**src/hdl/scanint_pkg.sv**
```systemverilog
// Shared constants, types and enums of the scanline interpolator.
// No dependencies; every other file but scanint_ram uses this package.
package scanint_pkg;

	localparam int LINE_WIDTH = 320;
	localparam int FRAME_ROWS = 360;
	localparam int SRC_ROWS   = FRAME_ROWS / 2;

	localparam int COL_W   = (LINE_WIDTH > 1) ? $clog2(LINE_WIDTH) : 1;
	localparam int ROW_W   = (SRC_ROWS > 1) ? $clog2(SRC_ROWS) : 1;
	localparam int COORD_W = 9;
	localparam int COLOR_W = 24;
	localparam int ARGB_W  = 32;
	localparam int ALPHA_W = 8;

	localparam logic [ALPHA_W-1:0] ALPHA_OPAQUE = 8'hff;
	localparam logic [ALPHA_W-1:0] ALPHA_RESET  = 8'hb0;

	// Source pixel as it waits in stage 1 for its result words
	typedef struct packed {
		logic [COL_W-1:0]   col;
		logic [ROW_W-1:0]   row;
		logic [COLOR_W-1:0] color;
	} item_t;

	// Progress through the result words of the item in stage 1
	typedef enum logic [1:0] {
		PH_FIRST,
		PH_SOURCE,
		PH_FINAL
	} phase_t;

	// Kind of result word being issued
	typedef enum logic [1:0] {
		RK_INTERP,
		RK_SOURCE,
		RK_FINAL
	} res_kind_t;

endpackage

```
**src/hdl/scanint_if.sv**
```systemverilog
// Valid/ready channels of the scanline interpolator: source pixels in, ARGB words out.
// Depends on scanint_pkg for the payload widths.
interface scanint_pix_if;
	logic                            valid;
	logic                            ready;
	logic                            frame_start;
	logic [scanint_pkg::COLOR_W-1:0] color;

	modport source (output valid, frame_start, color, input ready);
	modport sink   (input valid, frame_start, color, output ready);
endinterface


```
**src/hdl/scanint_front.sv**
```systemverilog
// Input side: column/row counters, line buffer addressing and the stage 1 item register.
// Depends on scanint_pkg and scanint_if.
module scanint_front (
	input  logic                 clk,
	input  logic                 arst_n,
	scanint_pix_if.sink          pix,
	input  logic                 take,
	output logic                 valid_s1,
	output scanint_pkg::item_t   item_s1,
	output logic                 ram_we,
	output logic                 ram_re,
	output logic [scanint_pkg::COL_W-1:0]   ram_addr,
	output logic [scanint_pkg::COLOR_W-1:0] ram_wdata
);
	import scanint_pkg::*;

	logic [COL_W-1:0] col_q;
	logic [ROW_W-1:0] row_q;
	logic [COL_W-1:0] col_cur;
	logic [ROW_W-1:0] row_cur;
	logic [COL_W-1:0] col_nxt;
	logic [ROW_W-1:0] row_nxt;
	logic             accept;

	assign pix.ready = !valid_s1 || take;
	assign accept    = pix.valid && pix.ready;

	always_comb begin
		col_cur = pix.frame_start ? '0 : col_q;
		row_cur = pix.frame_start ? '0 : row_q;
		col_nxt = col_cur + 1'b1;
		row_nxt = row_cur;
		if (col_cur == COL_W'(LINE_WIDTH - 1)) begin
			col_nxt = '0;
			row_nxt = (row_cur == ROW_W'(SRC_ROWS - 1)) ? '0 : row_cur + 1'b1;
		end
	end

	// pixel above is read and the new pixel written in the same cycle
	assign ram_we    = accept;
	assign ram_re    = accept;
	assign ram_addr  = col_cur;
	assign ram_wdata = pix.color;

	always_ff @(posedge clk or negedge arst_n) begin
		if (!arst_n) begin
			col_q    <= '0;
			row_q    <= '0;
			valid_s1 <= 1'b0;
		end else begin
			if (accept) begin
				col_q    <= col_nxt;
				row_q    <= row_nxt;
				valid_s1 <= 1'b1;
			end else if (take) begin
				valid_s1 <= 1'b0;
			end
		end
	end

	always_ff @(posedge clk) begin
		if (accept) begin
			item_s1.col   <= col_cur;
			item_s1.row   <= row_cur;
			item_s1.color <= pix.color;
		end
	end

endmodule

```
**src/flat_wrapper.sv**
```systemverilog
// flat-port wrapper written by rule: the top's interface ports become plain ports
module scanint_front_flat import scanint_pkg::*;
  (clk, arst_n, take, valid_s1, item_s1, ram_we, ram_re, ram_addr, ram_wdata, pix_valid, pix_frame_start, pix_color, pix_ready);
  scanint_pix_if pix_i ();
  input  logic clk;
  input  logic arst_n;
  input  logic take;
  output logic valid_s1;
  output scanint_pkg::item_t item_s1;
  output logic ram_we;
  output logic ram_re;
  output logic [scanint_pkg::COL_W-1:0] ram_addr;
  output logic [scanint_pkg::COLOR_W-1:0] ram_wdata;
  input wire logic [$bits(pix_i.valid)-1:0] pix_valid;
  input wire logic [$bits(pix_i.frame_start)-1:0] pix_frame_start;
  input wire logic [$bits(pix_i.color)-1:0] pix_color;
  output wire logic [$bits(pix_i.ready)-1:0] pix_ready;
  assign pix_i.valid = pix_valid;
  assign pix_i.frame_start = pix_frame_start;
  assign pix_i.color = pix_color;
  assign pix_ready = pix_i.ready;
  scanint_front u_core (.clk(clk), .arst_n(arst_n), .pix(pix_i), .take(take), .valid_s1(valid_s1), .item_s1(item_s1), .ram_we(ram_we), .ram_re(ram_re), .ram_addr(ram_addr), .ram_wdata(ram_wdata));
endmodule
```
**config.mk**
```make
export PLATFORM = sky130hd
export DESIGN_NAME = scanint_front_flat
export DESIGN_NICKNAME = d
export VERILOG_FILES = /design/src/hdl/scanint_pkg.sv /design/src/hdl/scanint_if.sv /design/src/hdl/scanint_front.sv /design/src/flat_wrapper.sv
export SDC_FILE = /design/constraint.sdc
export NUM_CORES = 1
export LEC_CHECK = 0
export BUFFER_PORTS_ARGS = -buffer_cell sky130_fd_sc_hd__buf_2
export CORE_ASPECT_RATIO = 1.75
export CORE_MARGIN = 2
export CORE_UTILIZATION = 40
export CTS_CLUSTER_SIZE = 25
export DETAILED_ROUTE_END_ITERATION = 7
export GPL_ROUTABILITY_DRIVEN = 0
export PLACE_DENSITY = 0.76
export RECOVER_POWER = 50
export SETUP_SLACK_MARGIN = 0.2
export SLEW_MARGIN = 5
export SYNTH_ARGS = -nofsm -noshare
export SYNTH_HDL_FRONTEND = slang
export SYNTH_SLANG_ARGS = --single-unit
```
**constraint.sdc**
```tcl
create_clock -name clk -period 2.95 [get_ports clk]
set_input_delay 0.295 -clock clk [delete_from_list [all_inputs] [get_ports clk]]
set_output_delay 0.295 -clock clk [all_outputs]
set_load 0.005 [all_outputs]
```
Yosys cells after proc, flatten, opt, wreduce, memory -nomap -nowiden:

Index checks and enable logic that the tools add are counted.

* $add $sub $neg: 2
* eq/ne operators: 2
* multiplexer cells: 7
* reductions and logical operators: 4

Operators with widths (number)
* 8-bit two-way mux: 3
* 9-bit two-way mux: 2
* 9-bit by 1-bit adder with 9-bit output, second input constant: 1
* 9-bit equality test, second input constant: 1
* 8-bit by 1-bit adder with 8-bit output, second input constant: 1
* 8-bit equality test, second input constant: 1
* 1-bit two-way mux: 2
* 2-bit nonzero test: 1
* 1-bit logical AND: 1
* 1-bit logical NOT: 1
* 1-bit logical OR: 1

* bits in registers: 59
* word-level logic and storage cells: 21

Depth between registers and ports, before layout:

* depth after elaboration: 4
* mapped depth: 10

Worst setup path after synthesis:

No wires, ideal clock.

* path type: register to output
* start: register u_core.valid_s1
* end: output ram_we
* data arrival time: 2328 ps
* required time: 2655 ps
* setup slack: 327 ps
* stages on the path, launching flop included: 6
* path buffers: 1
* cells stage by stage: dfrtp_1 > nor2b_1 > inv_1 > nand2_1 > clkinv_1 > buf_4

* longest elaborated chain between the ends: 3

Ends and longest elaborated chain
* start, declared: RTL line scanint_front.sv:8 `output logic valid_s1,`
* start signal, assigned: RTL line scanint_front.sv:49 `valid_s1 <= 1'b0;`
* start signal, assigned: RTL line scanint_front.sv:54 `valid_s1 <= 1'b1;`
* start signal, assigned: RTL line scanint_front.sv:56 `valid_s1 <= 1'b0;`
* 1-bit logical NOT: RTL line scanint_front.sv:25 `assign pix.ready = !valid_s1 || take;`
* 1-bit logical OR: RTL line scanint_front.sv:25
* named net pix_ready: RTL line flat_wrapper.sv:17 `output wire logic [$bits(pix_i.ready)-1:0] pix_ready;`
* 1-bit logical AND: RTL line scanint_front.sv:26 `assign accept = pix.valid && pix.ready;`
* end, declared: RTL line flat_wrapper.sv:10 `output logic ram_we;`

The timed path passes the listed nets, and every way through them passes these cells.

Final worst setup path:

* start: input pix_frame_start
* end: register u_core.row_q[6]

* longest elaborated chain between the ends: 4

Ends and longest elaborated chain
* start, declared: RTL line flat_wrapper.sv:15 `input wire logic [$bits(pix_i.frame_start)-1:0] pix_frame_start;`
* 8-bit two-way mux: RTL line scanint_front.sv:30 `row_cur = pix.frame_start ? '0 : row_q;`
* 8-bit by 1-bit adder with 8-bit output / 8-bit equality test (equally long branches): RTL line scanint_front.sv:35 `row_nxt = (row_cur == ROW_W'(SRC_ROWS - 1)) ? '0 : row_cur + 1'b1;`
* 8-bit two-way mux: RTL line scanint_front.sv:35
* 8-bit two-way mux *: RTL line scanint_front.sv:33 `if (col_cur == COL_W'(LINE_WIDTH - 1)) begin`
* end signal, assigned: RTL line scanint_front.sv:53 `row_q <= row_nxt;`
* end, declared: RTL line scanint_front.sv:18 `logic [ROW_W-1:0] row_q;`

Mark *: on every way between the ends. The rest lies on a longest branch, timed or not.
A chain may end at the register's enable or synchronous reset.

==> impl_results.md <==
* CTS tree: yes
* Nets at 321
* Initial antenna violation count at 0
* Buf+Inv Stages, Crit Path at 1
* Setup CP Type: input pin to flop
* Slew @ Worst Pin at 1189 ps
* Clk pwr share at 0.453
* Dpl hpwl at 4.046 mm
* Port Buffers at 106
* Clock Path Buffers at 2
* Status: completed
* TritonCTS Sinks at 59
* Pre-CTS setup slack at 626.8 ps
* Worst Skew at 5.702 ps
* Most Frequent Cell on Critical Path: and3_1
* Power per Cell Area at 619.5 mW/mm^2
* Rows at 39
* Synth Net Count at 234
* Root buffer cell: clkbuf_16
* Remaining antenna violation count at 0
* Worst-path maximum fanout at 30
* Yosys top cell area share at 0.4683
* Worst Setup Slack, final at 533.0 ps
* First-pass GRT wire length at 8.631 mm
* Sequential share of the synthesized area at 0.6397
* Synth cell types at 39
* Clk_lat worst skew at 320 ps
* GRT overflow at 0
* RSZ-0062 raised after global routing: no
* DRT Pass-1 Iters at 4
* YS warnings at 0
* Final slew viol count at 0
* Crit path largest cell delay at 850 ps
* Largest net degree at the start of global routing at 45
* H-tree lvl count at 3
* Max transition margin at 0.2075
* Share of layout cells above drive strength 1 at 0.3593
* Final WL at 5.576 mm
* Routed vias at 1914
* Final hold viol count at 0
* Min cycle time layout at 2417 ps
* Vias per cell at 5.077
* Logic pwr share at 0.079
* Fin Setup TNS at 0 ps
* Number of max-cap violations at 0
* Worst IR Drop VDD at 0.0003054 V
* Final setup fails at 0
* Die Width at 65.28 um
* Core area at 0.006441 mm^2
* Worst Path Arrival at 2650 ps
* Top post-synthesis cells by area: edfxtp_1, dfrtp_1, buf_4, nor2b_1, nand2_1
* Final period utilization at 0.8193
* Crit path max-delay cell type: clkbuf_1
* Synthesized netlist cell count at 203
* Die height at 111.2 um
* Fmax at 0.4137 GHz
* Met2 Track Usage GR at 0.2653
* M3 GR Usage at 0.03959
* # fillers at 614
* GRT busiest layer: met2
* Critical Path Start Type: input pin
* GR Util All Layers at 0.1588
* Clk pin slew, worst setup/hold paths at 50 ps
* Layout overhead on the synthesized area at 25.75%
* Number of synthesized flops with an enable pin at 41
* Leakage at 1.448 nW
* Die area at 0.007262 mm^2
* #FFs+latches synth at 59
* Ys async rst share at 0.3051
* Most numerous cell in the Yosys netlist: edfxtp_1
* Routed len/inst at 14.79 um
* Total CTS buffers at 9
* Ports at 107
* CP endpoint kind: flop
* Residual DRC count at 0
* Net Sw Frac at 0.2136
* Mean Syn Cell Area at 12.95 um^2
* Hold slack at 165.2 ps
* Initial core utilization at 0.4081
* Largest area contributor in the netlist: edfxtp_1
* WP data required at 3190 ps
* Flop pwr share at 0.468
* Hold Path Class: input pin to flop
* Vias in the first global route at 1833
* Setup Buffers After CTS at 0
* P_sw at 0.4374 mW
* Synth cell count leaders: edfxtp_1, buf_4, nand2_1
* Synth Flop Type: edfxtp_1
* Synthesized cell area at 0.002629 mm^2
* Top Family by Delay on Critical Path: simple AND/OR/NAND/NOR gates
* Internal power at 1.610 mW
* GR Layer Usage met1 at 0.1721
* Diodes inserted at 0
* Critical-path cell list: clkbuf_1 > nor2b_1 > ha_1 > and3_1 > and3_1 > nand4_1 > mux2i_1
* DR iter-0 viols at 86
-- area by class of cell --
type                    count  area [um^2]  share of cell area
flip-flops and latches     59         1682              0.5087
clock buffers              13        260.3             0.07873
clock inverters             3        12.51            0.003785
repair buffers            108        525.5              0.1590
inverters                   5        21.27            0.006435
multi-input cells         107        701.9              0.2123
well taps                  82        102.6             0.03104
-- worst paths after layout --
check                                                  from                           to  slack (ps)  depth (start not counted)
worst min register to register  u_core.col_q[1]$_DFFE_PN0P_  u_core.col_q[1]$_DFFE_PN0P_         520                          2
worst min-delay path                           pix_color[3]  u_core.item_s1[3]$_DFFE_PP_         170                          1
min in group asynchronous                            arst_n  u_core.row_q[3]$_DFFE_PN0P_         690                          2
worst max register to register  u_core.row_q[0]$_DFFE_PN0P_  u_core.row_q[5]$_DFFE_PN0P_         860                          6
worst max-delay path                        pix_frame_start  u_core.row_q[6]$_DFFE_PN0P_         530                          7
max in group asynchronous                            arst_n  u_core.col_q[8]$_DFFE_PN0P_        1600                          2
-- registers in the layout, indices dropped and copies added, names as in the netlist --
signal,count
u_core.valid_s1,1
u_core.row_q,8
u_core.col_q,9
u_core.item_s1,41
-- layer usage --
layer  vias to the layer above  wire (um)
met5                         -          0
met3                        16        350
met1                       899       1986
met4                         0        204
li1                        895          -
met2                       104       3035
-- power groups by stage --
stage | logic, mW | registers (mW) | clock network (mW)
final | 0.162 | 0.959 | 0.927
after global routing | 0.178 | 0.964 | 0.992
after CTS | 0.166 | 0.960 | 0.952
after detailed placement | 0.163 | 0.974 | 0
after global placement | 0.158 | 0.973 | 0
after floorplan | 0.0863 | 0.977 | 0
-- placed cells by master, fill, tap and decap left out, drive strengths merged, types with 4 or more instances in the layout --
master  netlist  layout
a31oi         5       5
and2b         4       4
buf          30      86
clkbuf        2      34
dfrtp        18      18
edfxtp       41      41
inv           4       5
mux2i         5       5
nand2        19      19
nand3         7       7
nand4         5       5
nor2b        16      16
nor3          4       4
o21ai         6       6
o22ai         4       4
-- worst reg2reg max path, stage by stage (launching register included) --
cell       delay (ps)
dfrtp_1           390
nor2b_1           190
ha_1              230
nor4b_2           340
nand3_1           210
a2111oi_0         470
o22ai_1           130
-- cell families (layout without fill, tap and decap cells) --
kind of cell | count (synthesis) | in the layout | share of synthesized area
AO/OA/AOI/OAI | 28 | 28 | 0.07378
buffers and inverters | 37 | 129 | 0.09329
AND/OR/NAND/NOR | 71 | 71 | 0.1614
multiplexers | 5 | 5 | 0.01904
XOR/XNOR | 1 | 1 | 0.003332
flip-flops | 59 | 59 | 0.6397
adder cells (fa/ha/maj) | 2 | 2 | 0.009518
-- stage by stage --
| stage | total power, mW | cells | utilization | instance area, um^2 |
|---|---|---|---|---|
| 2_1_floorplan | 1.063 | 203 | - | 2629 |
| 3_3_place_gp | 1.131 | 360 | 0.4724 | 3043 |
| 3_5_place_dp | 1.137 | 360 | 0.4724 | 3043 |
| 4_1_cts | 2.078 | 377 | 0.5163 | 3326 |
| 5_1_grt | 2.134 | 377 | 0.5132 | 3306 |
| 6_report | 2.048 | 377 | 0.5132 | 3306 |
-- what timing repair did --
action	CTS	global route
hold buffers	1	0
gates resized for setup	0	2
hold endpoints to repair	18	0
setup endpoints to repair	0	2
(Power assumes the default switching activity.)
