### src/hdl/scanint_pkg.sv
// Shared constants, types and enums of the scanline interpolator.
// No dependencies; every other file but scanint_ram uses this package.
package scanint_pkg;

	localparam int LINE_WIDTH = 320;
	localparam int FRAME_ROWS = 360;
	localparam int SRC_ROWS   = FRAME_ROWS / 2;

	localparam int COL_W   = (LINE_WIDTH > 1) ? $clog2(LINE_WIDTH) : 1;
	localparam int ROW_W   = (SRC_ROWS > 1) ? $clog2(SRC_ROWS) : 1;
	localparam int COORD_W = 9;
	localparam int COLOR_W = 24;
	localparam int ARGB_W  = 32;
	localparam int ALPHA_W = 8;

	localparam logic [ALPHA_W-1:0] ALPHA_OPAQUE = 8'hff;
	localparam logic [ALPHA_W-1:0] ALPHA_RESET  = 8'hb0;

	// Source pixel as it waits in stage 1 for its result words
	typedef struct packed {
		logic [COL_W-1:0]   col;
		logic [ROW_W-1:0]   row;
		logic [COLOR_W-1:0] color;
	} item_t;

	// Progress through the result words of the item in stage 1
	typedef enum logic [1:0] {
		PH_FIRST,
		PH_SOURCE,
		PH_FINAL
	} phase_t;

	// Kind of result word being issued
	typedef enum logic [1:0] {
		RK_INTERP,
		RK_SOURCE,
		RK_FINAL
	} res_kind_t;

endpackage

### src/hdl/scanint_if.sv


interface scanint_res_if;
	logic                            valid;
	logic                            ready;
	logic [scanint_pkg::COORD_W-1:0] out_row;
	logic [scanint_pkg::COORD_W-1:0] out_col;
	logic [scanint_pkg::ARGB_W-1:0]  argb;
	logic                            last;

	modport source (output valid, out_row, out_col, argb, last, input ready);
	modport sink   (input valid, out_row, out_col, argb, last, output ready);
endinterface

### src/hdl/scanint_emit.sv
// Result sequencer: issues the one to three words of the stage 1 item into the output register.
// Depends on scanint_pkg and scanint_if.
module scanint_emit (
	input  logic                             clk,
	input  logic                             arst_n,
	input  logic                             valid_s1,
	input  scanint_pkg::item_t               item_s1,
	input  logic [scanint_pkg::COLOR_W-1:0]  above,
	input  logic [scanint_pkg::ALPHA_W-1:0]  alpha,
	output logic                             take,
	scanint_res_if.source                    res
);
	import scanint_pkg::*;

	phase_t     phase_q;
	phase_t     phase_nxt;
	res_kind_t  kind;
	logic       has_interp;
	logic       final_row;
	logic       is_last;
	logic       load;
	logic [ROW_W:0]       dbl_row;
	logic [ROW_W:0]       dbl_row_m1;
	logic [COORD_W-1:0]   row_w;
	logic [ARGB_W-1:0]    argb_w;
	logic [COLOR_W-1:0]   avg;
	logic                 out_valid_q;
	logic [COORD_W-1:0]   out_row_q;
	logic [COORD_W-1:0]   out_col_q;
	logic [ARGB_W-1:0]    argb_q;
	logic                 last_q;

	function automatic logic [7:0] avg8(input logic [7:0] a, input logic [7:0] b);
		logic [8:0] s;
		s = {1'b0, a} + {1'b0, b};
		return s[8:1];
	endfunction

	assign has_interp = item_s1.row != '0;
	assign final_row  = item_s1.row == ROW_W'(SRC_ROWS - 1);
	assign load       = valid_s1 && (!out_valid_q || res.ready);

	always_comb begin
		case (phase_q)
			PH_FIRST:  kind = has_interp ? RK_INTERP : RK_SOURCE;
			PH_SOURCE: kind = RK_SOURCE;
			PH_FINAL:  kind = RK_FINAL;
			default:   kind = RK_SOURCE;
		endcase
		is_last = (kind == RK_FINAL) || (kind == RK_SOURCE && !final_row);
		take    = load && is_last;
	end

	// next state
	always_comb begin
		phase_nxt = phase_q;
		if (load) begin
			if (is_last) begin
				phase_nxt = PH_FIRST;
			end else begin
				case (kind)
					RK_INTERP: phase_nxt = PH_SOURCE;
					RK_SOURCE: phase_nxt = PH_FINAL;
					default:   phase_nxt = PH_FIRST;
				endcase
			end
		end
	end

	// word contents
	always_comb begin
		dbl_row    = {item_s1.row, 1'b0};
		dbl_row_m1 = dbl_row - 1'b1;
		avg = {avg8(above[23:16], item_s1.color[23:16]),
		       avg8(above[15:8],  item_s1.color[15:8]),
		       avg8(above[7:0],   item_s1.color[7:0])};
		case (kind)
			RK_INTERP: begin
				row_w  = COORD_W'(dbl_row_m1);
				argb_w = {alpha, avg};
			end
			RK_SOURCE: begin
				row_w  = COORD_W'(dbl_row);
				argb_w = {ALPHA_OPAQUE, item_s1.color};
			end
			RK_FINAL: begin
				row_w  = COORD_W'(FRAME_ROWS - 1);
				argb_w = {alpha, item_s1.color};
			end
			default: begin
				row_w  = COORD_W'(dbl_row);
				argb_w = {ALPHA_OPAQUE, item_s1.color};
			end
		endcase
	end

	always_ff @(posedge clk or negedge arst_n) begin
		if (!arst_n) begin
			phase_q     <= PH_FIRST;
			out_valid_q <= 1'b0;
		end else begin
			phase_q <= phase_nxt;
			if (load) begin
				out_valid_q <= 1'b1;
			end else if (res.ready) begin
				out_valid_q <= 1'b0;
			end
		end
	end

	always_ff @(posedge clk) begin
		if (load) begin
			out_row_q <= row_w;
			out_col_q <= COORD_W'(item_s1.col);
			argb_q    <= argb_w;
			last_q    <= is_last;
		end
	end

	assign res.valid   = out_valid_q;
	assign res.out_row = out_row_q;
	assign res.out_col = out_col_q;
	assign res.argb    = argb_q;
	assign res.last    = last_q;

endmodule

### src/flat_wrapper.sv
// flat-port wrapper written by rule: the top's interface ports become plain ports
module scanint_emit_flat import scanint_pkg::*;
  (clk, arst_n, valid_s1, item_s1, above, alpha, take, res_valid, res_out_row, res_out_col, res_argb, res_last, res_ready);
  scanint_res_if res_i ();
  input  logic clk;
  input  logic arst_n;
  input  logic valid_s1;
  input  scanint_pkg::item_t item_s1;
  input  logic [scanint_pkg::COLOR_W-1:0] above;
  input  logic [scanint_pkg::ALPHA_W-1:0] alpha;
  output logic take;
  output wire logic [$bits(res_i.valid)-1:0] res_valid;
  output wire logic [$bits(res_i.out_row)-1:0] res_out_row;
  output wire logic [$bits(res_i.out_col)-1:0] res_out_col;
  output wire logic [$bits(res_i.argb)-1:0] res_argb;
  output wire logic [$bits(res_i.last)-1:0] res_last;
  input wire logic [$bits(res_i.ready)-1:0] res_ready;
  assign res_valid = res_i.valid;
  assign res_out_row = res_i.out_row;
  assign res_out_col = res_i.out_col;
  assign res_argb = res_i.argb;
  assign res_last = res_i.last;
  assign res_i.ready = res_ready;
  scanint_emit u_core (.clk(clk), .arst_n(arst_n), .valid_s1(valid_s1), .item_s1(item_s1), .above(above), .alpha(alpha), .take(take), .res(res_i));
endmodule
### config.mk
export PLATFORM = sky130hd
export DESIGN_NAME = scanint_emit_flat
export DESIGN_NICKNAME = d
export VERILOG_FILES = /design/src/hdl/scanint_pkg.sv /design/src/hdl/scanint_if.sv /design/src/hdl/scanint_emit.sv /design/src/flat_wrapper.sv
export SDC_FILE = /design/constraint.sdc
export NUM_CORES = 1
export LEC_CHECK = 0
export ABC_CLOCK_PERIOD_IN_PS = 3900
export BUFFER_PORTS_ARGS = -buffer_cell sky130_fd_sc_hd__buf_2
export CAP_MARGIN = 10
export CORE_MARGIN = 3
export CORE_UTILIZATION = 50
export CTS_CLUSTER_DIAMETER = 150
export CTS_CLUSTER_SIZE = 24
export DETAILED_ROUTE_END_ITERATION = 8
export HOLD_SLACK_MARGIN = 0.12
export PLACE_DENSITY_LB_ADDON = 0.12
export RECOVER_POWER = 100
export SKIP_CTS_REPAIR_TIMING = 1
export SLEW_MARGIN = 20
export SYNTH_ARGS = -nofsm -noshare
export SYNTH_HDL_FRONTEND = slang
export SYNTH_SLANG_ARGS = --single-unit
### constraint.sdc
create_clock -name clk -period 3.9 [get_ports clk]
set_input_delay 0.585 -clock clk [delete_from_list [all_inputs] [get_ports clk]]
set_output_delay 0.585 -clock clk [all_outputs]
set_load 0.02 [all_outputs]
== Word level (Yosys, flattened, before mapping) ==
Index checks and enable logic that the tools add are counted.
Widths: inputs -> output; s select.
Storage, ports and cells
  bits in registers: 54
  word-level logic and storage cells: 33
  memories kept: 0
  ROM bits: 0
  input port bits: 77
  RAM bits: 0
  latch bits: 0
Operators by class
  magnitude comparators: 0
  reduce and logical (&&, ||, !) cells: 11
  bitwise gates (word level): 0
  multipliers: 0
  muxes and demuxes: 8
  add/subtract/negate cells: 4
  shifts and indexed selects: 0
  equal/unequal tests: 4
  divide/modulo/power cells: 0
Operators by type and width (count)
  $pmux 32 s2: 1
  $add 8x8->9: 3
  $pmux 9 s2: 1
  $sub 9x1->9 const B: 1
  $eq 8x8->1 const B: 1
  $pmux 2 s2: 2
  $reduce_bool 8->1: 1
  $eq 2x2->1 const B: 2
  $logic_not 2->1: 2
  $logic_and 1x1->1: 3
  $mux 1: 3
  $eq 2x1->1 const B: 1
  $logic_not 1->1: 2
  $logic_or 1x1->1: 2
  $mux 2: 1
  $reduce_bool 2->1: 1

== Logic depth before layout (Yosys ltp) ==
Gate-level depths: netlist of the first run.
  word-level depth: 7
  depth in mapped cells: 8
  mapped depth without buffers: 6

== Least setup slack after synthesis of the first run ==
Ideal clock, no wire load.
  kind: input-to-output
  start point: in res_ready
  end point: out take
  slack: 1.131 ns
  data required time: 3.315 ns
  cell stages on the path: 4
  path buffers: 0
  arrival time: 2.184 ns
  cells stage by stage: nand2b_1 > nand2_1 > inv_1 > and2_1
On the way
  word-level cells in the longest chain between the ends: 3
RTL lines
  from (decl): line flat_wrapper.sv:17  | input wire logic [$bits(res_i.ready)-1:0] res_ready;
  $logic_or 1x1->1: line scanint_emit.sv:41  | assign load = valid_s1 && (!out_valid_q || res.ready);
  $logic_and 1x1->1: line scanint_emit.sv:41
  net u_core.load: line scanint_emit.sv:21  | logic load;
  $logic_and 1x1->1: line scanint_emit.sv:51  | take = load && is_last;
  to (decl): line flat_wrapper.sv:11  | output logic take;
The timed path passes the listed nets, and every way through them passes these cells.

== Worst setup path in the final report of the first run ==
  start point: in item_s1[24] (netlist name)
  end point: reg u_core.argb_q[10] (netlist: u_core.res.argb[10]) (data pin)
On the way
  word-level cells in the longest chain between the ends: 5
  elaborated cells on any way between the ends: 6
  classes of those cells: 1 x eq/ne; 3 x mux; 2 x reduce/logical
RTL lines
  from (decl): line flat_wrapper.sv:8  | input scanint_pkg::item_t item_s1;
  $reduce_bool 8->1 *: line scanint_emit.sv:39  | assign has_interp = item_s1.row != '0;
  $mux 1 *: line scanint_emit.sv:45  | PH_FIRST: kind = has_interp ? RK_INTERP : RK_SOURCE;
  $pmux 2 s2 *: line scanint_emit.sv:44  | case (phase_q)
  $eq 2x2->1 or $logic_not 2->1 (tied branches): line scanint_emit.sv:77  | case (kind)
  $pmux 32 s2 *: line scanint_emit.sv:77
  net u_core.argb_w[10]: line scanint_emit.sv:25  | logic [ARGB_W-1:0] argb_w;
  to (signal assigned): line scanint_emit.sv:115  | argb_q <= argb_w;
  to (decl): line scanint_emit.sv:30  | logic [ARGB_W-1:0] argb_q;
The timed path passes the listed nets; every way through them passes the cells marked *.
A chain may end at the register's enable or synchronous reset.

==> results.md, run 1 <==
Status:
- The flow ran to the end, and the final reports show no timing, DRC or antenna violations.

Die:
- The number of placement rows is 28.
- The width of the chip is 86.7 um.
- In this run the standard cell core region covers 6130 um2.
- The die covers 7520 um2.
- The die boundary height is 86.7 um.
- The starting utilization of the core area is 53.2%.
- The total I/O pin count is 130.

Global route:
- The global-route wire length before repair is 11600 um.
- The number of antenna violations at the first check in global routing is 0.
- The global route total overflow is 0.
- The pin count of the biggest net entering global routing is 52.
- The global routing usage summed across all routing layers is 19.2%.
- The via count of the first global-routing pass came to 2572.

Synthesis:
- Summing every instance area after synthesis gives 3260 um2.
- The share of the Yosys chip area taken by registers is 49.3%.
- When the netlist entered floorplanning its net count stood at 400.
- In this run, distinct cell masters in the synthesized netlist total 45.
- The predominant post-synthesis flop cell is edfxtp_1.
- The number of warnings reported in the yosys synthesis log is 0.
- Of the post-synthesis cell area, the dominant cell type holds 47.0%.
- The cell count after synthesis is 296.
- In the synthesized netlist the async set-or-reset flop fraction comes to 5.56%.
- In this run, synthesis inferred 51 flip-flops with an integrated enable.
- Counting flops and latches in the post-synthesis netlist gives 54.
- After synthesis, the mean cell area works out to 11.0 um2.
- In the post-synthesis netlist, the biggest area contributors are edfxtp_1 (47%), ha_1 (9.2%), nand2_1 (4.7%), a21oi_1 (2.8%), o21ai_0 (2.6%).
- The most area-hungry cell type in the Yosys netlist is edfxtp_1.

Routing:
- The pre-antenna-repair detailed-routing pass consisted of 5 iterations.
- The post-detailed-route count of antenna-violating nets is 0.
- In the routed layout, each cell is associated on average with a via count of 5.41.
- After detailed routing, the number of remaining DRC violations is 0.
- The routed design has 7270 um of wire.
- Dividing the detail-routed wire length by the instance count gives 14.4 um.
- The overall via count from detail_route is 2727.
- The number of design-rule violations left by the first detailed-router iteration is 98.

Placed design:
- At the end of routability-driven placement, the weighted congestion stood at 0.919.
- The number of buffers inserted by port buffering is 129.
- The HPWL after detailed placement is 5490 um.
- The placed cell area is 3960 um2.

Layout:
- The final non-filler cell area is 3960 um2.
- The most common library cell in the layout ignoring fill and taps is buf_2.
- The top cell types in the final layout, fill and taps aside, are buf_2 (75), clkbuf_1 (56), edfxtp_1 (51).
- From synthesis to final layout, the design area changed by 21.4%.
- Of the cells placed in the final design, the portion with a size suffix greater than 1 is 21.9%.
- The final antenna diode count is 0.
- The net count of the finished layout is 532.

Critical path:
- The maximum single-stage delay on the critical path is 1090 ps.
- The worst path required time is 3910 ps.
- The sort of element at the start of the critical path is an input pin.
- Traced cell by cell, the critical path runs through clkbuf_1, inv_1, ha_1, nor3b_1, a211o_1, clkbuf_1, o21ai_0.
- On the critical path, the stage with the largest delay is an instance of clkbuf_1.
- By instance count, the cell type seen most on the critical path is clkbuf_1.
- The maximum fanout along the worst path is 36.
- The critical path is of the in -> reg type.
- Data on the critical path arrives at its endpoint at 2980 ps.
- STA classifies the critical path endpoint as a register.

Power and ir drop:
- The maximum vdd ir drop is 0.256 mV.
- The power per unit of standard cell area is 485 nW/um2.
- The total power after layout is 1.92 mW.
- The static leakage is 1.63 nW.

Flow run:
- The number of violations of the max-capacitance limit is 0.

Clock tree:
- The H-tree generated during clock tree synthesis spans 2 levels.
- Clock tree synthesis selected as its root buffer the cell clkbuf_8.
- For this design, the sink count on the clock tree is 54.
- The clock input transition at the sequential cells of the worst setup and hold paths is 110 ps.
- In this run the deepest clock path goes through 2 buffers.
- The TritonCTS buffer count is 5.
- At the later pin of the worst-skew pair, clock insertion delay measures 310 ps.
- The TritonCTS clock tree is done.

Timing:
- The max-slew violation total from the final report was 0.
- Setup violations remaining at the end of the flow were counted as 0.
- The count of final hold-check violations is 0.
- The normalized max-slew margin is 1.21%.
- The top achievable clock speed is 336 MHz.
- The final critical path takes up 76.3% of the cycle.
- Across the routed clock network, the largest skew measured is 13.2 ps.
- At the pin with the least slew margin, the transition time is 1480 ps.
- Setup repair after global routing left no endpoint under its margin.
- The setup total negative slack is 0 ps.
- The post-layout minimum cycle time is 2970 ps.

Min path:
- The min-delay analysis places its worst path in the category in -> reg.
## cells by family after synthesis
group	count (synthesis)	share of synthesized area, %
and+or+nand+nor	98	15.6
xor gates and xnor gates	7	1.88
buffers and inverters	23	3.76
DFF	54	49.3
AOI/OAI and AO/OA	84	17.5
adders and majority gates	27	11.1
muxes	3	0.960
## power by group
part           leakage (nW)  internal, mW  switching, mW
Sequential            0.520         0.797         0.0401
Combinational          1.07         0.258          0.499
Clock                0.0447         0.130          0.194
## cell usage after synthesis (2+ instances only)
library cell,number
o211ai_1,4
ha_1,24
or2b_1,4
a211oi_1,6
dfrtp_1,3
o31ai_1,4
a21o_1,6
a21oi_1,18
nor2b_1,3
o2111ai_1,5
edfxtp_1,51
xnor2_1,7
o21ai_1,2
a211o_1,4
o21ai_0,17
fa_1,3
o31a_1,3
nand2b_1,7
buf_6,4
mux2i_1,2
nand2_1,41
o21a_1,9
nor3_1,6
buf_2,2
nor4b_1,2
or2_2,7
a31oi_1,2
nand4_1,7
nor2_1,11
inv_1,15
nand3_1,3
## worst max-delay path: cells and delay by family
family / cells / cell delay, ps
buffers and inverters: 3 / 1280
AND/OR/NAND/NOR: 1 / 420
AO/OA/AOI/OAI: 2 / 530
adder cells (fa/ha/maj): 1 / 150
## registers in the layout, indices dropped and copies added (netlist names)
register	count
u_core.res.out_row	9
u_core.res.argb	32
u_core.res.out_col	9
u_core.res.last	1
u_core.phase_q	2
u_core.res.valid	1
## routing by layer
metal  GRT usage (%)  up-vias  wire length, um
met4            4.39        0               44
met3            5.89        4              675
met5               0        -                0
li1                -     1369                -
met2            33.3       90             3570
met1            23.4     1264             2980
## final cells by class
cell class | count | area (um2)
clock inverter | 3 | 25.0
sequential | 54 | 1610
tap | 75 | 93.8
timing repair buffer | 133 | 601
clock buffer | 5 | 68.8
inverter | 15 | 56.3
fill | 563 | 2170
multi-input combinational | 219 | 1510
## through the flow
stage	instances	util [%]	setup WS, ps	hold slack [ps]
after detailed placement	495	64.5	1360	390
after floorplan	296	-	1130	289
final	504	64.5	926	451
after global placement	495	64.5	1430	386
after global routing	504	64.5	624	435
after CTS	503	66.0	1350	47.5
## worst paths after layout
| check | start | endpoint | slack (ps) | cells past startpoint |
|---|---|---|---|---|
| setup / recovery | item_s1[24] | u_core.res.argb[10] | 930 | 7 |
| hold / removal | item_s1[33] | u_core.res.out_col[1] | 450 | 1 |
| setup reg to reg | u_core.phase_q[0] | u_core.res.argb[10] | 1530 | 3 |
| hold reg to reg | u_core.res.valid | u_core.res.valid | 520 | 2 |
| max in group asynchronous | arst_n | u_core.phase_q[1] | 3110 | 2 |
| min in group asynchronous | arst_n | u_core.res.valid | 620 | 2 |
No activity file was read; power rests on OpenSTA's default activity.
==> inputs of run 2 (changes only) <==
- ABC_AREA: not set -> 1
- ABC_CLOCK_PERIOD_IN_PS: 3900 -> 2960
- clock period: 3.9 -> 2.96 ns (I/O delays scaled with it)
==> run 2 against run 1 <==
Critical path depth is 2 lower; sequential cell count stayed put; total power is 14% higher; core utilization is 0.34 points higher; clock power is 53% higher; combinational power is 8.5% lower; cell count is 23% higher; die area is 6.3% higher; clock-buffer cell count stayed put; clock skew is 2.8 ps lower; first-iteration DRC count is 18% higher; critical path type is now reg -> out.
==> results.md, run 2 <==
Status:
- Status: complete, no violations (unchanged).

Global route:
- The met3 capacity usage during global routing is 3.78% (was 5.89%).
- The global-route wire length before repair is 12200 um (was 11600 um).
- The via count of the first global-routing pass came to 2884 (was 2572).
- The busiest layer in global routing is met2 (unchanged).
- The global routing met2 resource utilization is 32.9% (was 33.3%).
- The global route total overflow was 0 (unchanged).
- The pin count of the biggest net entering global routing was 31 (was 52).
- The global routing usage summed across all routing layers is 19.4% (was 19.2%).
- The number of antenna violations at the first check in global routing came to 0 (unchanged).
- The global routing met1 resource utilization is 24.4% (was 23.4%).

Power and ir drop:
- The combinational share of power is 31.7% (was 39.5%).
- The share of total power consumed by net switching came to 33.6% (was 38.2%).
- The maximum vdd ir drop is 0.201 mV (was 0.256 mV).
- The total power after layout came to 2.19 mW (was 1.92 mW).
- The proportion of power drawn by flip-flops and latches came to 45.6% (was 43.6%).
- The power per unit of standard cell area is 516 nW/um2 (was 485 nW/um2).
- The net switching power is 0.735 mW (was 0.734 mW).
- The part of the total power dissipated in the clock network is 22.7% (was 16.9%).
- The internal power summed over all cells is 1.45 mW (was 1.19 mW).
- The static leakage is 2.06 nW (was 1.63 nW).

Die:
- The total I/O pin count was 130 (unchanged).
- The width of the chip is 89.4 um (was 86.7 um).
- The starting utilization of the core area is 53.3% (was 53.2%).
- The number of placement rows is 29 (was 28).
- The die boundary height was 89.4 um (was 86.7 um).
- The core area is 6530 um2 (was 6130 um2).
- The area of the die is 8000 um2 (was 7520 um2).

Layout:
- The most common library cell in the layout ignoring fill and taps is nand2_1 (was buf_2).
- The growth of design area from synthesis to finish is 21.7% (was 21.4%).
- The final antenna diode count is 0 (unchanged).
- Commonest cells after routing, fill and taps aside: nand2_1 (128), buf_2 (75), inv_1 (66) (was buf_2 (75), clkbuf_1 (56), edfxtp_1 (51)).
- The number of flip-flops in the largest register is 32 (unchanged).
- The count of placed standard cells in the final layout, fillers left out came to 622 (was 504).
- The area of the multi-input gates came to 1550 um2 (was 1510 um2).
- The fill cell instance count of the final layout is 611 (was 563).
- The final-stage net count came to 648 (was 532).
- The final non-filler cell area is 4240 um2 (was 3960 um2).
- The final core utilization came to 64.9% (was 64.5%).
- The share of cells above drive strength 1 was 17.8% (was 21.9%).
- The combined flip-flop and latch cell area is 1610 um2 (unchanged).

Placed design:
- The number of buffers inserted by port buffering is 129 (unchanged).
- The placed cell area is 4220 um2 (was 3960 um2).
- The post-DP HPWL is 6130 um (was 5490 um).
- The placer congestion estimate is 0.852 (was 0.919).
- The instance count after placement with tap cells included is 613 (was 495).
- The minimum setup slack after placement is 778 ps (was 1360 ps).

Clock tree:
- The CTS sink count came to 54 (unchanged).
- The total number of H-tree levels is 2 (unchanged).
- The insertion delay of the later-clocked pin in the worst-skew pair is 310 ps (about the same).
- The TritonCTS clock tree is done (unchanged).
- The clock input transition at the sequential cells of the worst setup and hold paths came to 100 ps (was 110 ps).
- The number of buffers between clock root and the deepest sink was 2 (unchanged).
- The master cell of the clock root buffer is clkbuf_8 (unchanged).
- The TritonCTS buffer count is 5 (unchanged).

Synthesis:
- The most area-hungry cell type in the Yosys netlist is edfxtp_1 (unchanged).
- The share of the synthesized area in the top cell type is 44.0% (was 47.0%).
- The most frequent cell after synthesis is nand2_1 (was edfxtp_1).
- The number of enable-type register cells in the synthesized netlist is 51 (unchanged).
- The flip-flop and latch count after synthesis was 54 (unchanged).
- Largest cells by area after synthesis: edfxtp_1 (44%), nand2_1 (14%), ha_1 (8.6%), inv_1 (7.0%), nand3_1 (4.7%) (was edfxtp_1 (47%), ha_1 (9.2%), nand2_1 (4.7%), a21oi_1 (2.8%), o21ai_0 (2.6%)).
- The synthesized netlist net count is 513 (was 400).
- The predominant post-synthesis flop cell is edfxtp_1 (unchanged).
- The number of distinct library cells after synthesis was 31 (was 45).
- The proportion of synthesized chip area in sequential cells is 46.2% (was 49.3%).
- The cell count after synthesis is 409 (was 296).
- The synthesized area per cell was 8.51 um2 (was 11.0 um2).
- The number of warnings reported in the yosys synthesis log is 0 (unchanged).
- Top cells by instance count after synthesis: nand2_1 (127), inv_1 (65), edfxtp_1 (51) (was edfxtp_1 (51), nand2_1 (41), ha_1 (24)).
- The async set or reset register ratio after synthesis is 5.56% (unchanged).
- The cell area after synthesis is 3480 um2 (was 3260 um2).

Critical path:
- The number of buffers and inverters on the critical path was 3 (unchanged).
- The most common cell type on the critical path was inv_1 (was clkbuf_1).
- The kind of end point of the critical path is an output port (was register).
- The gate family responsible for the most delay along the worst path is simple AND/OR/NAND/NOR gates (was buffers and inverters).
- The maximum single-stage delay on the critical path was 590 ps (was 1090 ps).
- The worst path required time is 2520 ps (was 3910 ps).
- The cell with the biggest individual delay on the critical path is nor2_1 (was clkbuf_1).
- The data arrival time at the worst-slack endpoint came to 2000 ps (was 2980 ps).
- The sort of element at the start of the critical path was a register (was input pin).
- The maximum fanout along the worst path came to 9 (was 36).
- The critical path class was reg -> out (was in -> reg).
- Crit-path cells: inv_1, nor2_1, inv_1, a21oi_2, clkbuf_1 (was clkbuf_1, inv_1, ha_1, nor3b_1, a211o_1, clkbuf_1, o21ai_0).

Routing:
- The routed via count divided by cell count is 4.99 (was 5.41).
- The detailed-routing iteration count for the pre-antenna-repair pass is 4 (was 5).
- The routed length per instance came to 12.5 um (was 14.4 um).
- The DRC violations left is 0 (unchanged).
- The number of design-rule violations left by the first detailed-router iteration is 116 (was 98).
- The wire length after detailed routing came to 7780 um (was 7270 um).
- The overall via count from detail_route was 3103 (was 2727).
- The post-detailed-route count of antenna-violating nets is 0 (unchanged).

Timing:
- The worst path setup slack after routing is 520 ps (was 926 ps).
- The count of final hold-check violations was 0 (unchanged).
- The number of setup violations in the final report is 0 (unchanged).
- The ratio of final minimum period to clock period is 82.4%.
- The max-slew violation total from the final report is 0 (unchanged).
- The largest clock skew in the final design is 10.4 ps (was 13.2 ps).
- The slew at the pin closest to its max-slew limit is 967 ps (was 1480 ps).
- The post-layout minimum cycle time is 2440 ps.
- The normalized max-slew margin came to 35.5% (was 1.21%).
- The setup total negative slack is 0 ps (unchanged).
- The worst hold margin is 306 ps (was 451 ps).
- Setup repair after global routing missed its margin: no (unchanged).
- Derived from the worst setup path, the maximum achievable clock frequency is 410 MHz.

Min path:
- The worst min-delay path category is in -> reg (unchanged).

Flow run:
- The number of violations of the max-capacitance limit is 0 (unchanged).
-- run 2: cell types whose count changed after synthesis, sizes merged, moves of 7 or more --
| cell | change |
|---|---|
| o21a | -7 |
| inv | +52 |
| nand3 | +31 |
| nor2 | +10 |
| nand2 | +89 |
| nand2b | -7 |
| a211oi | -7 |
-- run 2: area by class of cell --
cell class | instances | area share, %
clock buffer | 5 | 1.62
clock inverter | 3 | 1.06
inverter | 67 | 5.94
multi-input combinational | 283 | 36.7
sequential | 54 | 37.9
tap | 77 | 2.27
timing repair buffer | 133 | 14.5
-- run 2: cells by family after synthesis --
kind of cell / Yosys count / synth area share, %
AO/OA/AOI/OAI: 43 / 7.33
adder cells (fa/ha/maj): 27 / 10.4
buffers and inverters: 72 / 8.38
XOR/XNOR: 11 / 2.77
AND/OR/NAND/NOR: 202 / 25.0
flip-flops: 54 / 46.2
-- run 2: worst paths after layout --
path                       depth (start not counted)  slack, ps               endpoint              start
hold / removal                                     1        310  u_core.res.out_col[1]        item_s1[33]
min in group asynchronous                          2        490      u_core.phase_q[1]             arst_n
setup / recovery                                   5        520                   take  u_core.phase_q[1]
setup reg to reg                                   4        810     u_core.res.argb[2]  u_core.phase_q[0]
max in group asynchronous                          2       2300      u_core.phase_q[0]             arst_n
hold reg to reg                                    2        520      u_core.phase_q[1]  u_core.phase_q[1]
-- run 2: metal layers --
metal	vias to the layer above	part of all wire, %	wire, um
li1	1606	-	-
met1	1381	44	3460
met2	105	46	3580
met3	11	7.7	599
met4	0	1.8	141
met5	-	0	0
-- run 2: power groups by stage --
stage	Sequential, mW	Combinational [mW]	Clock (mW)
final	0.998	0.693	0.497
after global routing	1.01	0.782	0.547
after CTS	0.996	0.730	0.512
after detailed placement	1.01	0.730	0
after global placement	1.01	0.713	0
after floorplan	1.13	0.390	0
==> inputs of run 3 (changes only) <==
- ABC_CLOCK_PERIOD_IN_PS: 2960 -> 1950
- CORE_UTILIZATION: 50 -> 45
- clock period: 2.96 -> 1.95 ns (I/O delays scaled with it)
==> run 3 against run 2 <==
Combinational power increased by 54%; cell area grew 1.6%; sequential power rose by 51%; sequential share of layout area fell by 0.60 points; highest routed layer unchanged.
==> results.md, run 3 (same netlist as run 2, synthesis figures left out) <==
Placed design:
- The post-DP HPWL came to 6330 um (was 6130 um).
- The instance count after placement with tap cells included is 640 (was 613).
- The placer congestion estimate came to 0.833 (was 0.852).
- The minimum setup slack after placement came to 182 ps (was 778 ps).
- The placed cell area came to 4290 um2 (was 4220 um2).
- The number of buffers inserted by port buffering is 129 (unchanged).

Critical path:
- The data arrival time at the worst-slack endpoint was 1460 ps (was 2000 ps).
- The depth of the worst register-to-register path is 4 (unchanged).
- The kind of end point of the critical path was an output port (unchanged).
- The critical path class is in -> out (was reg -> out).
- The number of cells on the critical path is 10 (was 5).
- The worst-case register-to-register setup slack is 200 ps (was 810 ps).
- The gate family responsible for the most delay along the worst path is buffers and inverters (was simple AND/OR/NAND/NOR gates).
- The maximum single-stage delay on the critical path is 180 ps (was 590 ps).
- The reg-to-reg startpoint is u_core.res.valid (was u_core.phase_q[0]).
- The most common cell type on the critical path is inv_1 (unchanged).
- The cell with the biggest individual delay on the critical path is o21ai_4 (was nor2_1).
- The worst path required time is 1660 ps (was 2520 ps).
- The maximum fanout along the worst path is 5 (was 9).
- Crit-path cells: clkbuf_1, inv_1, ha_1, nand3_1, inv_1, nand2_1, o21ai_4, nand2_4, a21oi_2, clkbuf_2 (was inv_1, nor2_1, inv_1, a21oi_2, clkbuf_1).
- The number of buffers and inverters on the critical path came to 4 (was 3).
- The sort of element at the start of the critical path is an input pin (was register).
- The worst flop-to-flop path endpoint is u_core.res.argb[8] (was u_core.res.argb[2]).

Routing:
- The DRC violations left is 0 (unchanged).
- The wire length after detailed routing is 7940 um (was 7780 um).
- The detailed-routing iteration count for the pre-antenna-repair pass is 4 (unchanged).
- The post-detailed-route count of antenna-violating nets came to 0 (unchanged).
- The routed length per instance is 12.2 um (was 12.5 um).
- The routed via count divided by cell count came to 4.77 (was 4.99).
- The number of design-rule violations left by the first detailed-router iteration came to 118 (was 116).
- The overall via count from detail_route is 3097 (was 3103).

Power and ir drop:
- The proportion of power drawn by flip-flops and latches is 45.3% (was 45.6%).
- The static leakage is 2.08 nW (was 2.06 nW).
- The internal power summed over all cells came to 2.22 mW (was 1.45 mW).
- The total power after layout came to 3.34 mW (was 2.19 mW).
- The share of total power consumed by net switching is 33.5% (was 33.6%).
- The power per unit of standard cell area was 777 nW/um2 (was 516 nW/um2).
- The maximum vdd ir drop came to 0.431 mV (was 0.201 mV).
- The net switching power is 1.12 mW (was 0.735 mW).
- The combinational share of power is 32.1% (was 31.7%).
- The part of the total power dissipated in the clock network was 22.6% (was 22.7%).

Timing:
- Derived from the worst setup path, the maximum achievable clock frequency is 570 MHz.
- The setup total negative slack is 0 ps (unchanged).
- The normalized max-slew margin is 56.0% (was 35.5%).
- The slew at the pin closest to its max-slew limit is 660 ps (was 967 ps).
- In the finished design, the share of the clock period the worst path needs comes to 89.9%.
- The worst hold margin came to 162 ps (was 306 ps).
- The largest clock skew in the final design is 11.0 ps (was 10.4 ps).
- The count of final hold-check violations came to 0 (unchanged).
- Setup repair after global routing missed its margin: no (unchanged).
- The number of setup violations in the final report is 0 (unchanged).
- The worst path setup slack after routing is 197 ps (was 520 ps).
- Counting I/O delays and the setup requirement, the final critical path takes 1750 ps.
- The max-slew violation total from the final report came to 0 (unchanged).

Die:
- The number of placement rows is 31 (was 29).
- The die boundary height is 94.0 um (was 89.4 um).
- The width of the chip is 94.0 um (was 89.4 um).
- The area of the die is 8830 um2 (was 8000 um2).
- The total I/O pin count was 130 (unchanged).
- The starting utilization of the core area came to 47.2% (was 53.3%).
- The core area is 7370 um2 (was 6530 um2).

Min path:
- The terminating pin of the worst hold path was u_core.res.out_col[1] (unchanged).
- The source of the worst hold timing path is item_s1[33] (unchanged).
- The worst hold path stage count is 1 (unchanged).
- The worst min-delay path category is in -> reg (unchanged).

Clock tree:
- The TritonCTS clock tree is done (unchanged).
- The CTS sink count is 54 (unchanged).
- The TritonCTS buffer count was 5 (unchanged).
- The clock input transition at the sequential cells of the worst setup and hold paths was 90 ps (was 100 ps).
- The total number of H-tree levels is 2 (unchanged).
- The number of buffers between clock root and the deepest sink was 2 (unchanged).
- The insertion delay of the later-clocked pin in the worst-skew pair is 310 ps (about the same).
- The master cell of the clock root buffer is clkbuf_8 (unchanged).

Layout:
- The combined flip-flop and latch cell area came to 1610 um2 (unchanged).
- The most common library cell in the layout ignoring fill and taps is nand2_1 (unchanged).
- The count of placed standard cells in the final layout, fillers left out is 649 (was 622).
- The final-stage net count is 653 (was 648).
- The final core utilization came to 58.4% (was 64.9%).
- The fill cell instance count of the final layout is 703 (was 611).
- The final non-filler cell area came to 4300 um2 (was 4240 um2).
- The number of flip-flops in the largest register is 32 (unchanged).
- The final antenna diode count is 0 (unchanged).
- Commonest cells after routing, fill and taps aside: nand2_1 (128), buf_2 (74), inv_1 (64) (was nand2_1 (128), buf_2 (75), inv_1 (66)).
- The area of the multi-input gates is 1570 um2 (was 1550 um2).
- The share of cells above drive strength 1 is 19.1% (was 17.8%).
- The growth of design area from synthesis to finish is 23.7% (was 21.7%).

Global route:
- The via count of the first global-routing pass is 2904 (was 2884).
- The global routing met2 resource utilization is 31.2% (was 32.9%).
- The global routing usage summed across all routing layers came to 18.0% (was 19.4%).
- The met3 capacity usage during global routing was 3.53% (was 3.78%).
- The global routing met1 resource utilization is 23.2% (was 24.4%).
- The global-route wire length before repair is 12900 um (was 12200 um).
- The global route total overflow is 0 (unchanged).
- The number of antenna violations at the first check in global routing was 0 (unchanged).
- The pin count of the biggest net entering global routing is 32 (was 31).
- The busiest layer in global routing is met2 (unchanged).

Status:
- Status: complete, no violations (unchanged).

Flow run:
- The number of violations of the max-capacitance limit is 0 (unchanged).
## run 3: per-layer routing
metal  wire length [um]  part of all wire (%)
met2               3780                    48
met4                 73                  0.92
met1               3480                    44
met5                  0                     0
met3                605                   7.6
## run 3: how the worst max path moves through the flow
stage | start | endpoint | slack (ps)
6_report | item_s1[24] | take | 200
5_1_grt | u_core.res.valid | u_core.phase_q[1] | 50
4_1_cts | item_s1[24] | take | 190
3_5_place_dp | item_s1[24] | u_core.res.out_row[2] | 180
3_3_place_gp | item_s1[24] | u_core.res.out_row[2] | 220
2_1_floorplan | u_core.res.valid | u_core.phase_q[1] | 70
## run 3: cell type report
cell class | count | share of cell area (%)
well taps | 99 | 2.88
clock buffers | 5 | 1.60
flip-flops and latches | 54 | 37.3
clock inverters | 3 | 1.05
inverters | 67 | 5.87
multi-input cells | 283 | 36.5
repair buffers | 138 | 14.8
## run 3: power groups by stage
| stage | Sequential [mW] | Clock [mW] | Combinational [mW] |
|---|---|---|---|
| after floorplan | 1.71 | 0 | 0.593 |
| after detailed placement | 1.54 | 0 | 1.14 |
| after global routing | 1.53 | 0.834 | 1.22 |
| after global placement | 1.54 | 0 | 1.11 |
| after CTS | 1.51 | 0.794 | 1.14 |
| final | 1.51 | 0.756 | 1.07 |
